## src/hdl/assert_macros.svh

```systemverilog
// ----------------------------------------------------------------------------
// Assertion macros
// Shared concurrent assertion forms for the scheduler RTL.
// ----------------------------------------------------------------------------
`ifndef ASSERT_MACROS_SVH
`define ASSERT_MACROS_SVH

// Check an expression at every clock edge outside reset
`define ASSERT_ALWAYS(label, clk, rst_n, expr) \
	label: assert property (@(posedge clk) disable iff (!rst_n) (expr)) \
		else $error("assertion failed");

// Check a consequence in the same cycle as its trigger
`define ASSERT_IMP(label, clk, rst_n, ante, cons) \
	label: assert property (@(posedge clk) disable iff (!rst_n) (ante) |-> (cons)) \
		else $error("assertion failed");

// Check a consequence in the cycle after its trigger
`define ASSERT_NEXT(label, clk, rst_n, ante, cons) \
	label: assert property (@(posedge clk) disable iff (!rst_n) (ante) |=> (cons)) \
		else $error("assertion failed");

`endif

```

## src/hdl/tlfs_pkg.sv

```systemverilog
// ----------------------------------------------------------------------------
// tlfs_pkg
// Types and codes shared by the three-level feedback scheduler.
// ----------------------------------------------------------------------------
`default_nettype none

package tlfs_pkg;

	// Request function codes
	localparam logic [1:0] FUNC_INSERT  = 2'd0;
	localparam logic [1:0] FUNC_EXECUTE = 2'd1;
	localparam logic [1:0] FUNC_STATUS  = 2'd2;

	// Result status codes
	localparam logic [1:0] ST_OK        = 2'd0;
	localparam logic [1:0] ST_BAD_LEVEL = 2'd1;
	localparam logic [1:0] ST_POOL_FULL = 2'd2;
	localparam logic [1:0] ST_EMPTY     = 2'd3;

	// Served task outcome codes
	localparam logic [1:0] OUT_NONE     = 2'd0;
	localparam logic [1:0] OUT_FINISHED = 2'd1;
	localparam logic [1:0] OUT_REQUEUED = 2'd2;
	localparam logic [1:0] OUT_DEMOTED  = 2'd3;

	// Level code that names no level
	localparam logic [1:0] LVL_NONE = 2'd0;

	// Pass count limits
	localparam logic [1:0] PASS_MAX    = 2'd3;
	localparam logic [1:0] PASS_DEMOTE = 2'd2;

	// Number of levels, index of the lowest one
	localparam int         NUM_LVL = 3;
	localparam logic [1:0] IDX_LOW = 2'd2;

	typedef struct packed {
		logic [1:0]  func;
		logic [16:0] task_id;
		logic [1:0]  level;
		logic [15:0] burst_time;
	} req_t;

	typedef struct packed {
		logic [1:0]  status;
		logic [1:0]  served_level;
		logic [1:0]  outcome;
		logic [16:0] served_id;
		logic [15:0] time_left;
		logic [4:0]  count_high;
		logic [4:0]  count_mid;
		logic [4:0]  count_low;
		logic [19:0] work_high;
		logic [19:0] work_mid;
		logic [19:0] work_low;
		logic [16:0] next_id;
	} rsp_t;

	// One queued task
	typedef struct packed {
		logic [1:0]  pass;
		logic [15:0] remain;
		logic [16:0] id;
	} entry_t;

	// Queue operation for one level
	typedef struct packed {
		logic   push;
		logic   pop;
		entry_t entry;
	} lvl_ctl_t;

	// Head state of one level, now and after the current operation
	typedef struct packed {
		logic   nonempty;
		entry_t head;
		logic   nonempty_nx;
		entry_t head_nx;
	} lvl_stat_t;

endpackage

`default_nettype wire

```

## src/hdl/tlfs_level.sv

```systemverilog
// ----------------------------------------------------------------------------
// tlfs_level
// One FIFO level: entry memory with registered read, head entry and the
// entry behind it kept in registers so a pop and a push fit in the same cycle.
// ----------------------------------------------------------------------------
`default_nettype none

`include "assert_macros.svh"

module tlfs_level #(
	parameter int DEPTH = 16,
	localparam int PW = $clog2(DEPTH),
	localparam int CW = $clog2(DEPTH + 1)
) (
	input  logic                clk,
	input  logic                arst_n,
	input  tlfs_pkg::lvl_ctl_t  ctl,
	output logic [CW-1:0]       count,
	output logic [CW-1:0]       count_nx,
	output tlfs_pkg::lvl_stat_t stat
);

	tlfs_pkg::entry_t store_q [DEPTH];
	tlfs_pkg::entry_t head_ent_q;
	tlfs_pkg::entry_t head_ent_d;
	tlfs_pkg::entry_t next_ent_q;
	logic [PW-1:0]    head_q;
	logic [PW-1:0]    head_d;
	logic [PW-1:0]    tail_q;
	logic [PW-1:0]    tail_d;
	logic [PW-1:0]    rd_addr;
	logic [CW-1:0]    count_q;
	logic [CW-1:0]    count_d;

	function automatic logic [PW-1:0] ptr_inc(input logic [PW-1:0] p);
		return (p == PW'(DEPTH - 1)) ? '0 : p + PW'(1);
	endfunction

	// Advance pointers and count
	always_comb begin
		head_d = ctl.pop ? ptr_inc(head_q) : head_q;
		tail_d = ctl.push ? ptr_inc(tail_q) : tail_q;
		case ({ctl.push, ctl.pop})
			2'b10:   count_d = count_q + CW'(1);
			2'b01:   count_d = count_q - CW'(1);
			default: count_d = count_q;
		endcase
		rd_addr = ptr_inc(head_d);
	end

	// Pick the new head entry: the one behind it, or a push into an empty level
	always_comb begin
		if (ctl.pop) begin
			head_ent_d = (count_q == CW'(1)) ? ctl.entry : next_ent_q;
		end else if (ctl.push && count_q == '0) begin
			head_ent_d = ctl.entry;
		end else begin
			head_ent_d = head_ent_q;
		end
	end

	// Hold control state
	always_ff @(posedge clk or negedge arst_n) begin
		if (!arst_n) begin
			head_q  <= '0;
			tail_q  <= '0;
			count_q <= '0;
		end else begin
			head_q  <= head_d;
			tail_q  <= tail_d;
			count_q <= count_d;
		end
	end

	always_ff @(posedge clk) begin
		head_ent_q <= head_ent_d;
	end

	// Write at the tail; read the entry behind the new head, forwarding this write
	always_ff @(posedge clk) begin
		if (ctl.push) begin
			store_q[tail_q] <= ctl.entry;
		end
		if (ctl.push && tail_q == rd_addr) begin
			next_ent_q <= ctl.entry;
		end else begin
			next_ent_q <= store_q[rd_addr];
		end
	end

	assign count            = count_q;
	assign count_nx         = count_d;
	assign stat.nonempty    = (count_q != '0);
	assign stat.head        = head_ent_q;
	assign stat.nonempty_nx = (count_d != '0);
	assign stat.head_nx     = head_ent_d;

	`ASSERT_ALWAYS(a_count_bound, clk, arst_n, count_q <= CW'(DEPTH))
	`ASSERT_IMP(a_no_pop_empty, clk, arst_n, ctl.pop, count_q != '0)
	`ASSERT_IMP(a_no_push_full, clk, arst_n, ctl.push && !ctl.pop, count_q != CW'(DEPTH))
	`ASSERT_IMP(a_empty_ptrs, clk, arst_n, count_q == '0, head_q == tail_q)

endmodule

`default_nettype wire

```

## src/hdl/three_level_feedback_scheduler.sv

```systemverilog
// ----------------------------------------------------------------------------
// three_level_feedback_scheduler
// Multilevel feedback queue scheduler with high, middle and low levels.
// ----------------------------------------------------------------------------
// Usage:
//   Request channel (req_valid, req_stall, req): insert a task at a level,
//   execute one time unit on the head of the highest non-empty level, or
//   ask for status only. Response channel (rsp_valid, rsp_stall, rsp): one
//   result per request with the outcome, per-level counts and work, and
//   the id that the next execute would serve.
//   The result is registered and appears in the cycle after its request is taken.
//   Throughput: one request per cycle while the receiver does not stall. Each
//   level keeps its head entry and the entry behind it in registers, refilled
//   from the level memory's registered read port, so a pop and a push complete in the same cycle.
//   When the receiver stalls, the result register holds and req_stall rises
//   until the result is taken; a result taken in a cycle frees room for a
//   new request in that same cycle.
//   Reset empties all levels and clears the work sums; no clearing pass.
// ----------------------------------------------------------------------------
`default_nettype none

`include "assert_macros.svh"

module three_level_feedback_scheduler #(
	parameter int DEPTH = 16
) (
	input  logic             clk,
	input  logic             arst_n,
	input  logic             req_valid,
	output logic             req_stall,
	input  tlfs_pkg::req_t   req,
	output logic             rsp_valid,
	input  logic             rsp_stall,
	output tlfs_pkg::rsp_t   rsp
);

	localparam int CW = $clog2(DEPTH + 1);
	localparam int TW = CW + 2;

	tlfs_pkg::lvl_ctl_t  ctl      [tlfs_pkg::NUM_LVL];
	tlfs_pkg::lvl_stat_t stat     [tlfs_pkg::NUM_LVL];
	logic [CW-1:0]       cnt      [tlfs_pkg::NUM_LVL];
	logic [CW-1:0]       cnt_nx   [tlfs_pkg::NUM_LVL];
	logic [19:0]         work_q   [tlfs_pkg::NUM_LVL];
	logic [19:0]         work_d   [tlfs_pkg::NUM_LVL];
	logic [19:0]         work_add [tlfs_pkg::NUM_LVL];
	logic [19:0]         work_sub [tlfs_pkg::NUM_LVL];

	tlfs_pkg::rsp_t      rsp_d;
	tlfs_pkg::rsp_t      rsp_q;
	logic                rsp_valid_q;
	logic                fire;
	logic [TW-1:0]       total;
	logic [1:0]          ins_idx;
	logic [1:0]          sel;
	logic                any_ne;
	tlfs_pkg::entry_t    srv;
	logic [15:0]         t_dec;
	logic [1:0]          pass_nx;
	logic                finished;
	logic                demote;

	// One queue per level
	for (genvar g = 0; g < tlfs_pkg::NUM_LVL; g++) begin : g_lvl
		tlfs_level #(
			.DEPTH(DEPTH)
		) u_level (
			.clk      (clk),
			.arst_n   (arst_n),
			.ctl      (ctl[g]),
			.count    (cnt[g]),
			.count_nx (cnt_nx[g]),
			.stat     (stat[g])
		);
	end

	assign fire      = req_valid && !req_stall;
	assign req_stall = rsp_valid_q && rsp_stall;
	assign total     = TW'(cnt[0]) + TW'(cnt[1]) + TW'(cnt[2]);
	assign ins_idx   = req.level - 2'd1;

	// Find the highest non-empty level and its head
	always_comb begin
		any_ne = 1'b1;
		if (stat[0].nonempty) begin
			sel = 2'd0;
			srv = stat[0].head;
		end else if (stat[1].nonempty) begin
			sel = 2'd1;
			srv = stat[1].head;
		end else begin
			sel    = tlfs_pkg::IDX_LOW;
			srv    = stat[2].head;
			any_ne = stat[2].nonempty;
		end
	end

	// Serve one time unit and classify the outcome
	always_comb begin
		if (srv.remain != '0) begin
			t_dec   = srv.remain - 16'd1;
			pass_nx = (srv.pass == tlfs_pkg::PASS_MAX) ? srv.pass : srv.pass + 2'd1;
		end else begin
			t_dec   = srv.remain;
			pass_nx = srv.pass;
		end
		finished = (t_dec == '0);
		demote   = !finished && sel != tlfs_pkg::IDX_LOW && pass_nx == tlfs_pkg::PASS_DEMOTE;
	end

	// Decode the request into queue operations and work changes
	always_comb begin
		for (int i = 0; i < tlfs_pkg::NUM_LVL; i++) begin
			ctl[i]      = '0;
			work_add[i] = '0;
			work_sub[i] = '0;
		end
		rsp_d = '0;
		unique case (req.func)
			tlfs_pkg::FUNC_INSERT: begin
				if (req.level == tlfs_pkg::LVL_NONE) begin
					rsp_d.status = tlfs_pkg::ST_BAD_LEVEL;
				end else if (total >= TW'(DEPTH)) begin
					rsp_d.status = tlfs_pkg::ST_POOL_FULL;
				end else begin
					for (int i = 0; i < tlfs_pkg::NUM_LVL; i++) begin
						if (ins_idx == 2'(i)) begin
							ctl[i].push  = fire;
							ctl[i].entry = tlfs_pkg::entry_t'{pass: 2'd0,
								remain: req.burst_time, id: req.task_id};
							work_add[i]  = 20'(req.burst_time);
						end
					end
				end
			end
			tlfs_pkg::FUNC_EXECUTE: begin
				if (!any_ne) begin
					rsp_d.status = tlfs_pkg::ST_EMPTY;
				end else begin
					rsp_d.served_level = sel + 2'd1;
					rsp_d.served_id    = srv.id;
					rsp_d.time_left    = t_dec;
					if (finished) begin
						rsp_d.outcome = tlfs_pkg::OUT_FINISHED;
					end else if (demote) begin
						rsp_d.outcome = tlfs_pkg::OUT_DEMOTED;
					end else begin
						rsp_d.outcome = tlfs_pkg::OUT_REQUEUED;
					end
					for (int i = 0; i < tlfs_pkg::NUM_LVL; i++) begin
						if (sel == 2'(i)) begin
							ctl[i].pop  = fire;
							work_sub[i] = (finished || demote) ? 20'(srv.remain) : 20'd1;
							if (!finished && !demote) begin
								ctl[i].push  = fire;
								ctl[i].entry = tlfs_pkg::entry_t'{pass: pass_nx,
									remain: t_dec, id: srv.id};
							end
						end
						if (demote && sel + 2'd1 == 2'(i)) begin
							ctl[i].push  = fire;
							ctl[i].entry = tlfs_pkg::entry_t'{pass: 2'd0,
								remain: t_dec, id: srv.id};
							work_add[i]  = 20'(t_dec);
						end
					end
				end
			end
			default: begin
				rsp_d.status = tlfs_pkg::ST_OK;
			end
		endcase

		// Report the state after this request
		for (int i = 0; i < tlfs_pkg::NUM_LVL; i++) begin
			work_d[i] = work_q[i] + work_add[i] - work_sub[i];
		end
		rsp_d.count_high = 5'(cnt_nx[0]);
		rsp_d.count_mid  = 5'(cnt_nx[1]);
		rsp_d.count_low  = 5'(cnt_nx[2]);
		rsp_d.work_high  = work_d[0];
		rsp_d.work_mid   = work_d[1];
		rsp_d.work_low   = work_d[2];
		if (stat[0].nonempty_nx) begin
			rsp_d.next_id = stat[0].head_nx.id;
		end else if (stat[1].nonempty_nx) begin
			rsp_d.next_id = stat[1].head_nx.id;
		end else if (stat[2].nonempty_nx) begin
			rsp_d.next_id = stat[2].head_nx.id;
		end else begin
			rsp_d.next_id = '0;
		end
	end

	// Hold work sums and result valid
	always_ff @(posedge clk or negedge arst_n) begin
		if (!arst_n) begin
			for (int i = 0; i < tlfs_pkg::NUM_LVL; i++) begin
				work_q[i] <= '0;
			end
			rsp_valid_q <= 1'b0;
		end else begin
			if (fire) begin
				for (int i = 0; i < tlfs_pkg::NUM_LVL; i++) begin
					work_q[i] <= work_d[i];
				end
				rsp_valid_q <= 1'b1;
			end else if (!rsp_stall) begin
				rsp_valid_q <= 1'b0;
			end
		end
	end

	// Load the result register
	always_ff @(posedge clk) begin
		if (fire) begin
			rsp_q <= rsp_d;
		end
	end

	assign rsp_valid = rsp_valid_q;
	assign rsp       = rsp_q;

	`ASSERT_ALWAYS(a_pool_bound, clk, arst_n, total <= TW'(DEPTH))
	`ASSERT_IMP(a_empty_rsp, clk, arst_n, rsp_valid && rsp.status == tlfs_pkg::ST_EMPTY, rsp.served_level == tlfs_pkg::LVL_NONE && rsp.outcome == tlfs_pkg::OUT_NONE)
	`ASSERT_NEXT(a_insert_grows, clk, arst_n, fire && req.func == tlfs_pkg::FUNC_INSERT && rsp_d.status == tlfs_pkg::ST_OK, total == $past(total) + TW'(1))

endmodule

`default_nettype wire

```

## config.mk

```make
export PLATFORM = sky130hd
export DESIGN_NAME = three_level_feedback_scheduler
export DESIGN_NICKNAME = d
export VERILOG_FILES = /design/src/hdl/tlfs_pkg.sv /design/src/hdl/tlfs_level.sv /design/src/hdl/three_level_feedback_scheduler.sv
export VERILOG_INCLUDE_DIRS = /design/src /design/src/hdl
export SDC_FILE = /design/constraint.sdc
export NUM_CORES = 2
export LEC_CHECK = 0
export BUFFER_PORTS_ARGS = -buffer_cell sky130_fd_sc_hd__buf_4
export CAP_MARGIN = 30
export CORE_MARGIN = 10
export CORE_UTILIZATION = 35
export DETAILED_ROUTE_END_ITERATION = 8
export PLACE_DENSITY = 0.52
export SETUP_SLACK_MARGIN = 0.3
export SLEW_MARGIN = 20
export SYNTH_ARGS = -nofsm -noshare
export SYNTH_HDL_FRONTEND = slang
export SYNTH_SLANG_ARGS = --single-unit
```

## constraint.sdc

```tcl
create_clock -name clk -period 8 [get_ports clk]
set_clock_uncertainty 0.2 [all_clocks]
set_input_delay 1.2 -clock clk [delete_from_list [all_inputs] [get_ports clk]]
set_output_delay 1.2 -clock clk [all_outputs]
set_load 0.02 [all_outputs]
```

==> flow_metrics.env <==
export IMPL_worst_slack_ps=590
export IMPL_cp_required_ps=8400
export IMPL_cts_htree_levels=4
export IMPL_hold_path_class="flop to flop"
export IMPL_utilization_pct=41.0
export IMPL_insertion_delay_ps=880
export IMPL_cp_max_fo=37
export IMPL_synthTopCellsByArea="edfxtp_1, mux4_2, dfrtp_1"
export IMPL_layout_common_cells="edfxtp_1, mux4_2, buf_4"
export IMPL_cts_tree="built"
export IMPL_ant_nets=0
export IMPL_slowest_delay_ps=520
export IMPL_met1_usage_pct=25.5
export IMPL_dp_cells=8188
export IMPL_finalNonFillerCells=8627
export IMPL_clk_path_buf_depth=3
export IMPL_total_power_mw=26.9
export IMPL_layout_drive_gt1_share_pct=25.9
export IMPL_dieArea_sq_um=265000
export IMPL_placed_area_sq_um=92100
export IMPL_synthArstFlopShare_pct=4.93
export IMPL_endpoint_kind="flop"
export IMPL_die_w_um=515
export IMPL_rsz0062_at_grt="false"
export IMPL_synth_top_area_share_pct=65.3
export IMPL_cp_start_kind="flop"
export IMPL_ir_worst_vdd_v=0.000235
export IMPL_grt_busiest_layer="met2"
export IMPL_syn_area_sq_um=85800
export IMPL_drc=0
export IMPL_io_pins=174
export IMPL_hold_viol_final=0
export IMPL_avgSynthCellArea_sq_um=17.6
export IMPL_clock_fmax_mhz=135
export IMPL_cellLeakagePower_nw=34.3
export IMPL_mostFrequentLayoutCell="edfxtp_1"
export IMPL_yosys_warnings=0
export IMPL_avgRoutedWirePerCell_um=29.7
export IMPL_grt_ovfl_total=0
export IMPL_drt_iter0_drc=5131
export IMPL_gp_congestion=0.932
export IMPL_clkTransAtPathRegs_ps=70
export IMPL_run_status="complete, no violations"
export IMPL_grt_max_degree=179
export IMPL_grt_usage_pct=18.8
export IMPL_p_per_area_nw_per_um2=270
export IMPL_routed_wl_um=256000
export IMPL_drv_slew=0
export IMPL_cts_root_buf="clkbuf_16"
export IMPL_core_sq_um=243000
export IMPL_synth_ff_type="edfxtp_1"
export IMPL_antenna_found_initial=15
export IMPL_place_ws_ps=130
export IMPL_finalSetupViolations=0
export IMPL_grt_pass1_wl_um=363000
export IMPL_fin_crit_ps=7410
export IMPL_synth_seq_area_share_pct=69.7
export IMPL_fin_area_sq_um=99800
export IMPL_drtPass1Iterations=9
export IMPL_finalCritPeriodShare_pct=92.6
export IMPL_routed_via_density=5.55
export IMPL_synth_top_area_cell="edfxtp_1"
export IMPL_slew_headroom_pct=31.3
export IMPL_maxCapViolations=0
export IMPL_synth_cells=4873
export IMPL_numPortBuffers=173
export IMPL_place_hpwl_um=165000
export IMPL_cp_arrival_ps=7810
export IMPL_crit_type="flop to flop"
export IMPL_grt_pass1_vias=47900
export IMPL_ys_ff_latch=2028
export IMPL_area_growth_pct=16.3
export IMPL_die_h_um=515
export IMPL_slowest_stage="fa_1"
export IMPL_nets=5431
export IMPL_start_util_pct=35.2
export IMPL_num_rows=181
export IMPL_vias=47900
export IMPL_grt_met3_usage_pct=3.05
export IMPL_synth_edf_count=1865
export IMPL_grtUsageMet2_pct=30.5
export IMPL_clock_sinks=2028
export IMPL_synth_cell_types=83
export IMPL_numCtsBuffers=215
export IMPL_worst_pin_slew_ps=1030
state kept, by name, summed over array words and instances, names as in the netlist, named ones only:
register               flops
g_lvl.u_level.count       15
rsp_valid                  1
g_lvl.u_level.store_q   1680
work_q                    60
g_lvl.u_level.tail_q      12
g_lvl.u_level.stat       105
g_lvl.u_level.head_q      12
rsp                      131
logic make-up after synthesis:
logic type / synth area share (%)
mux: 14.7
buf+inv: 2.18
simple gates: 4.58
other cells: 0.00437
fa+ha+maj: 2.72
flops: 69.7
compound gates: 5.40
xor+xnor: 0.766
critical path, delay by kind of cell, from the launching register on:
kind	cells	cell delay [ps]
AO/OA/AOI/OAI	12	3170
AND/OR/NAND/NOR	7	1160
adder cells (fa/ha/maj)	3	1040
XOR/XNOR	2	270
flip-flops	1	380
buffers and inverters	5	890
where the power goes:
group,total [mW],internal [mW],leakage [nW],switching [mW]
sequential,12.4,12.1,19.4,0.297
clock,9.91,5.66,3.38,4.25
combinational,4.63,1.96,11.5,2.67
total,26.9,19.7,34.3,7.22
cells in the mapped netlist (59+ instances only):
cell type     n
dfrtp_1     100
o21ai_0     165
nand3_1      73
nor3_1       66
nor2_1      182
a21oi_1     146
ha_1        100
clkbuf_1    192
a22oi_1      59
mux4_2      525
a22o_1       61
edfxtp_1   1865
dfxtp_1      63
nand2_1     328
inv_1       223
final cells by class:
type                    instances  area (sq um)
fillers                     21600        144000
clock inverters               110          1290
well taps                    3202          4010
multi-input cells            2368         24700
repair buffers                398          3320
inverters                     225           852
diodes                          7          17.5
flip-flops and latches       2028         59800
clock buffers                 289          5750
per-layer routing:
metal,vias up,wire length [um]
met5,-,14
met4,2,11200
met3,443,16100
met2,1822,122000
met1,25400,107000
li1,20200,-
path summary, 6_finish.rpt:
path | startpoint | to | slack (ps) | cells after the start
max | g_lvl[1].u_level.count[1]$_DFF_PN0_ | rsp[56]$_DFFE_PP_ | 590 | 29
max reg2reg | g_lvl[1].u_level.count[1]$_DFF_PN0_ | rsp[56]$_DFFE_PP_ | 590 | 29
min in group asynchronous | arst_n | work_q[12]$_DFFE_PN0P_ | 560 | 2
min | work_q[0]$_DFFE_PN0P_ | work_q[0]$_DFFE_PN0P_ | 290 | 2
max in group asynchronous | arst_n | g_lvl[2].u_level.head_q[2]$_DFF_PN0_ | 5970 | 3
min reg2reg | work_q[0]$_DFFE_PN0P_ | work_q[0]$_DFFE_PN0P_ | 290 | 2
timing repair:
action / in CTS / in global routing
hold buffers: 0 / 1
resized for setup: 5 / 47
cloned: 0 / 0
endpoints found under the setup margin: 8 / 41
pin swaps: 2 / 15
buffers inserted: 6 / 18
endpoints found under the hold margin: 0 / 12
per-stage QoR:
stage | hold WS [ps] | setup TNS (ps)
after floorplan | 252 | -51100
after global placement | 273 | 0
after detailed placement | 278 | 0
after CTS | 207 | 0
after global routing | 311 | 0
final | 293 | 0
No activity file was read; power rests on OpenSTA's default activity.
